[src/hw/rtl/tournament_branch_predictor_macros.svh]
// assertion helpers shared by the predictor rtl
`ifndef TOURNAMENT_BRANCH_PREDICTOR_MACROS_SVH
`define TOURNAMENT_BRANCH_PREDICTOR_MACROS_SVH

// same-cycle implication, checked out of reset
`define TBP_ASSERT_NOW(label, rst_n, ante, cons, msg) \
    label: assert property (@(posedge i_clk) disable iff (!(rst_n)) (ante) |-> (cons)) \
        else $error(msg);

// next-cycle implication, checked out of reset
`define TBP_ASSERT_NXT(label, rst_n, ante, cons, msg) \
    label: assert property (@(posedge i_clk) disable iff (!(rst_n)) (ante) |=> (cons)) \
        else $error(msg);

`endif

[src/hw/rtl/tbp_pkg.sv]
`default_nettype none

package tbp_pkg;

    localparam int TBP_BTB_ENTRIES        = 256;
    localparam int TBP_HISTORY_BITS       = 8;
    localparam int TBP_LOCAL_HISTORY_BITS = 8;

    localparam int CTR_W     = 2;
    localparam int CHOOSER_W = 3;

    localparam logic [CTR_W-1:0]     CTR_MAX       = 2'd3;
    localparam logic [CTR_W-1:0]     CTR_TAKEN_MIN = 2'd2;
    localparam logic [CHOOSER_W-1:0] CHOOSER_MAX   = 3'd7;
    localparam logic [CHOOSER_W-1:0] CHOOSER_INIT  = 3'd4;
    localparam logic [CHOOSER_W-1:0] CHOOSER_GSEL  = 3'd4;
    localparam logic [31:0]          PC_STEP       = 32'd4;

    localparam logic FUNC_PREDICT = 1'b0;
    localparam logic FUNC_UPDATE  = 1'b1;

    typedef enum logic [3:0] {
        S_CLEAR = 4'b0001,
        S_IDLE  = 4'b0010,
        S_LHIST = 4'b0100,
        S_EXEC  = 4'b1000
    } t_state;

    function automatic logic [CTR_W-1:0] ctr_bump(input logic [CTR_W-1:0] c, input logic up);
        logic [CTR_W-1:0] r;
        r = c;
        if (up) begin
            if (c < CTR_MAX) r = c + 2'd1;
        end else begin
            if (c != '0) r = c - 2'd1;
        end
        return r;
    endfunction

    function automatic logic [CHOOSER_W-1:0] chooser_bump(input logic [CHOOSER_W-1:0] c,
                                                          input logic up);
        logic [CHOOSER_W-1:0] r;
        r = c;
        if (up) begin
            if (c < CHOOSER_MAX) r = c + 3'd1;
        end else begin
            if (c != '0) r = c - 3'd1;
        end
        return r;
    endfunction

endpackage

`default_nettype wire

[src/hw/rtl/tbp_ctr_mem.sv]
`default_nettype none

module tbp_ctr_mem
    import tbp_pkg::*;
#(
    parameter int AW = TBP_HISTORY_BITS
) (
    input  wire logic              i_clk,
    input  wire logic              i_rd_en,
    input  wire logic [AW-1:0]     i_rd_addr,
    output logic      [CTR_W-1:0]  o_rd_data,
    input  wire logic              i_wr_en,
    input  wire logic [AW-1:0]     i_wr_addr,
    input  wire logic [CTR_W-1:0]  i_wr_data
);

    localparam int DEPTH = 1 << AW;

    logic [CTR_W-1:0] r_mem [DEPTH];

    always_ff @(posedge i_clk) begin
        if (i_wr_en) begin
            r_mem[i_wr_addr] <= i_wr_data;
        end
    end

    always_ff @(posedge i_clk) begin
        if (i_rd_en) begin
            o_rd_data <= r_mem[i_rd_addr];
        end
    end

endmodule

`default_nettype wire

[config.mk]
export PLATFORM = sky130hd
export DESIGN_NAME = tbp_ctr_mem
export DESIGN_NICKNAME = d
export VERILOG_FILES = /design/src/hw/rtl/tournament_branch_predictor_macros.svh /design/src/hw/rtl/tbp_pkg.sv /design/src/hw/rtl/tbp_ctr_mem.sv
export SDC_FILE = /design/constraint.sdc
export NUM_CORES = 1
export LEC_CHECK = 0
export BUFFER_PORTS_ARGS = -buffer_cell sky130_fd_sc_hd__buf_2
export CAP_MARGIN = 15
export CORE_MARGIN = 1.5
export CORE_UTILIZATION = 50
export DETAILED_ROUTE_END_ITERATION = 8
export HOLD_SLACK_MARGIN = 0.12
export PLACE_DENSITY = 0.78
export SLEW_MARGIN = 20
export SYNTH_ARGS = -nofsm -noshare
export SYNTH_HDL_FRONTEND = slang
export SYNTH_SLANG_ARGS = --single-unit
[constraint.sdc]
create_clock -name i_clk -period 1.9 [get_ports i_clk]
set_input_delay 0.095 -clock i_clk [delete_from_list [all_inputs] [get_ports i_clk]]
set_output_delay 0.095 -clock i_clk [all_outputs]
set_load 0.02 [all_outputs]
==> impl_metrics.csv <==
group,metric,value,unit
sta,number_of_endpoints_with_negative_hold_slack_in_the_final_report,0,
global_routing,global_route.peak_usage_layer,"met2",
sta,layout_min_cycle_time,2.11,ns
place,port-buffer-count,22,
place,pre_cts_ws,-0.644,ns
routing,avgViaCountPerCell,6.31,
synthesis,synthesis.nets,1263,
synthesis,syn_inst,1242,
setup_path,critical_path.reg2reg.endpoint,"o_rd_data[0]",
setup_path,criticalPathCategory,"register to register",
global_routing,global_route.usage.met2,0.387,
sta,timing.hold.ws,0.139,ns
setup_path,crit_path_start_kind,"register",
hold_path,min-delay-path-class,"input port to register",
synthesis,synth.cell_area,0.0214,mm2
power,power_frac_clock,0.410,
sta,post-route-period-util,1.11,
setup_path,crit-reg2reg-launch,"r_mem[153][0]",
global_routing,grt_use_met3,0.0564,
power,netSwitchingFraction,0.213,
power,seq_power_share,0.528,
clock_network,cts.path.max_buffers,3,
routing,avgRoutedWirePerCell,26.6,um
synthesis,synth_area_leader_cell,"sky130_fd_sc_hd__edfxtp_1",
routing,dr_drc_count,0,
synthesis,postSynthRegisterBits,514,
synthesis,postSynthAreaPerCell,17.2,um2
synthesis,postSynth.topFlopCell,"sky130_fd_sc_hd__edfxtp_1",
power,power_frac_comb,0.063,
global_routing,first_global_vias,12500,
global_routing,global_route.usage.met1,0.326,
sta,slew_viol_final,0,
sta,relSlewSlack,0.631,
synthesis,asyncSetResetFlopFracSynth,0,
setup_path,worst-endpoint-required,2.24,ns
setup_path,crit_fanout,1,
synthesis,synth_largest_type_area_fraction,0.721,
finish,areaGrowthSynthToFinish,15.7,%
sta,fmaxAchievable,475,MHz
synthesis,yosysUniqueCellTypes,50,
run,drv.max_cap_violation_count,0,
clock_network,tritoncts_clock_tree,"done",
floorplanning,die-width,210,um
finish,layout-drive-gt1-share,0.250,
clock_network,tritoncts_num_sinks,514,
clock_network,clkTransAtPathRegs,0.06,ns
floorplanning,site_row_count,75,
routing,ant_nets,0,
power,leakagePower,7.90,nW
hold_path,worstHoldPathCells,3,
global_routing,grt_pass1_wl,77.1,mm
synthesis,synth_top_cells_by_area,"sky130_fd_sc_hd__edfxtp_1 72%, sky130_fd_sc_hd__mux4_2 8.6%, sky130_fd_sc_hd__nor2_1 4.7%",
power,vdd_ir_drop_max,0.700,mV
global_routing,pin_count_of_the_biggest_net_entering_global_routing,74,
setup_path,worst-endpoint-arrival,2.45,ns
routing,drt_iter0_drc,1485,
finish,final_net_count,1397,
floorplanning,floorplan.core_area,0.0421,mm2
power,pwr_density_cell,958,mW/mm2
floorplanning,ports,23,
sta,rsz_0062_raised_after_global_routing,"yes",
global_routing,antenna_found_initial,3,
sta,timing.final.ws_setup,-0.206,ns
synthesis,synth_edf_count,514,
routing,detail_route.first_pass.iterations,7,
outcome,status,"finished, violations left",
sta,setup_tns,-0.380,ns
clock_network,clk_root_buffer_cell,"sky130_fd_sc_hd__clkbuf_16",
outcome,violations,"negative setup slack",
sta,fin_skew,0.0279,ns
floorplanning,floorplan.initialDensity,0.508,
clock_network,htree_levels,2,
place,detailedPlacementHpwl,32.7,mm
sta,worstMarginPinSlew,0.554,ns
setup_path,r2r_slack,-0.21,ns
power,power.net_switching,5.05,mW
synthesis,synth_sequential_area_ratio,0.721,
power,p_int,18.7,mW
sta,setup_viol,2,
clock_network,worstSkewPairLatency,0.60,ns
place,gp_congestion,0.852,
floorplanning,fp.dieH,210,um
global_routing,gr-total-overflow,0,
clock_network,cts_made_buffers,51,
setup_path,worst-r2r-cell-count,7,
global_routing,globalRouteTotalUtil,0.241,
hold_path,min_to,"r_mem[167][0]",
floorplanning,design.die.area,0.0441,mm2
routing,drt-total-wl,52.0,mm
routing,num_vias,12400,
synthesis,ys_warn_count,0,
hold_path,holdCritStartpoint,"i_wr_addr[0]",
setup_path,worstSetupEndpointType,"register",
-- power by group through the flow --
stage / combinational [mW] / clock (mW) / sequential, mW
6_report: 1.48 / 9.72 / 12.5
5_1_grt: 1.56 / 10.2 / 12.5
4_1_cts: 1.46 / 9.80 / 12.5
3_5_place_dp: 1.41 / 0 / 12.8
3_3_place_gp: 1.38 / 0 / 12.8
2_1_floorplan: 0.763 / 0 / 12.8
-- cell families (layout without fill, tap and decap cells) --
group           Yosys count  after routing  synth area share
buf+inv                  96            272            0.0292
flops                   514            514             0.721
simple gates            354            354            0.0675
compound gates          107            107            0.0385
mux                     171            171             0.144
other cells               0              2                 0
-- how the worst max path moves through the flow --
stage / cells past startpoint / end / slack, ns / startpoint
floorplan: 7 / o_rd_data[0] / -0.03 / i_rd_addr[0]
global placement: 9 / o_rd_data[1] / -0.63 / i_rd_addr[0]
detailed placement: 9 / o_rd_data[1] / -0.64 / i_rd_addr[0]
CTS: 7 / o_rd_data[0] / -0.21 / r_mem[153][0]
global route: 7 / o_rd_data[0] / -0.27 / r_mem[153][0]
finish: 7 / o_rd_data[0] / -0.21 / r_mem[153][0]
-- registers in the layout, summed over array words and instances (netlist names) --
signal and flops:
r_mem 512, o_rd_data 2
-- through the flow --
step                instances  total power, mW  utilization  cell area [um2]
finish                   1959             23.7        0.588            24800
floorplan                1242             13.5            -            21500
global placement         1853             14.1        0.544            22900
global route             1957             24.3        0.587            24800
CTS                      1957             23.8        0.587            24700
detailed placement       1853             14.2        0.544            22900
-- critical path, cell delays in order (launching register included) --
cell and delay, ns:
sky130_fd_sc_hd__edfxtp_1 0.36, sky130_fd_sc_hd__mux4_2 0.49, sky130_fd_sc_hd__a22o_1 0.27, sky130_fd_sc_hd__a211oi_2 0.18, sky130_fd_sc_hd__o21ai_1 0.10, sky130_fd_sc_hd__a31oi_1 0.26
sky130_fd_sc_hd__buf_4 0.16, sky130_fd_sc_hd__a211oi_2 0.03
-- per-layer routing --
layer	part of all wire	vias to the layer above
li1	-	5180
met1	0.37	6281
met2	0.49	774
met3	0.11	132
met4	0.034	4
met5	0.00038	-
-- area by class of cell --
class,instances,area [um2]
diodes,2,5.00
clock inverters,33,277
multi-input cells,632,5480
inverters,6,22.5
flip-flops and latches,514,15400
fillers,2989,17400
well taps,539,674
clock buffers,62,1340
repair buffers,171,1530
-- cells in the final DEF, fill, tap and decap left out, types with 3 or more instances in the layout --
master	n
sky130_fd_sc_hd__a221oi_1	7
sky130_fd_sc_hd__mux2_2	8
sky130_fd_sc_hd__o21ai_0	6
sky130_fd_sc_hd__clkinvlp_4	3
sky130_fd_sc_hd__nor2b_1	10
sky130_fd_sc_hd__nand4_1	9
sky130_fd_sc_hd__a211oi_2	7
sky130_fd_sc_hd__nand2_1	29
sky130_fd_sc_hd__a21oi_1	9
sky130_fd_sc_hd__o21ai_2	4
sky130_fd_sc_hd__o221ai_1	16
sky130_fd_sc_hd__edfxtp_1	514
sky130_fd_sc_hd__bufinv_16	4
sky130_fd_sc_hd__o21ai_1	7
sky130_fd_sc_hd__clkbuf_1	10
sky130_fd_sc_hd__dlygate4sd3_1	10
sky130_fd_sc_hd__mux4_1	15
sky130_fd_sc_hd__clkbuf_16	52
sky130_fd_sc_hd__o31ai_1	3
sky130_fd_sc_hd__mux2i_1	61
sky130_fd_sc_hd__a2111oi_2	5
sky130_fd_sc_hd__a22o_1	8
sky130_fd_sc_hd__clkinv_2	7
sky130_fd_sc_hd__buf_12	20
sky130_fd_sc_hd__inv_1	4
sky130_fd_sc_hd__a211oi_1	4
sky130_fd_sc_hd__and2_1	3
sky130_fd_sc_hd__mux4_2	87
sky130_fd_sc_hd__clkinv_1	15
sky130_fd_sc_hd__buf_4	119
sky130_fd_sc_hd__o22ai_1	6
sky130_fd_sc_hd__a22oi_1	4
sky130_fd_sc_hd__buf_2	18
sky130_fd_sc_hd__nor2_1	267
sky130_fd_sc_hd__nand3_1	27
sky130_fd_sc_hd__a2111oi_4	3
-- cell usage after synthesis, types with 6 or more instances --
cell type / number
sky130_fd_sc_hd__edfxtp_1: 514
sky130_fd_sc_hd__nor2_1: 268
sky130_fd_sc_hd__mux4_2: 82
sky130_fd_sc_hd__mux2i_1: 61
sky130_fd_sc_hd__clkbuf_1: 53
sky130_fd_sc_hd__nand2_1: 29
sky130_fd_sc_hd__nand3_1: 27
sky130_fd_sc_hd__mux4_1: 20
sky130_fd_sc_hd__o221ai_1: 16
sky130_fd_sc_hd__nor2b_1: 11
sky130_fd_sc_hd__a211oi_1: 10
sky130_fd_sc_hd__buf_2: 10
sky130_fd_sc_hd__buf_6: 10
sky130_fd_sc_hd__o21ai_0: 10
sky130_fd_sc_hd__a21oi_1: 9
sky130_fd_sc_hd__nand4_1: 9
sky130_fd_sc_hd__a22o_1: 8
sky130_fd_sc_hd__buf_12: 8
sky130_fd_sc_hd__mux2_2: 8
sky130_fd_sc_hd__a221oi_1: 7
sky130_fd_sc_hd__o21ai_1: 7
sky130_fd_sc_hd__o22ai_1: 7
sky130_fd_sc_hd__a2111oi_0: 6
-- timing repair --
action,CTS,global route
resized for setup,20,7
endpoints found under the setup margin,2,4
cloned,0,0
hold buffers,10,0
endpoints found under the hold margin,180,0
buffers inserted,0,0
pin swaps,5,2
Note: power is estimated with default switching activity, not from simulation.
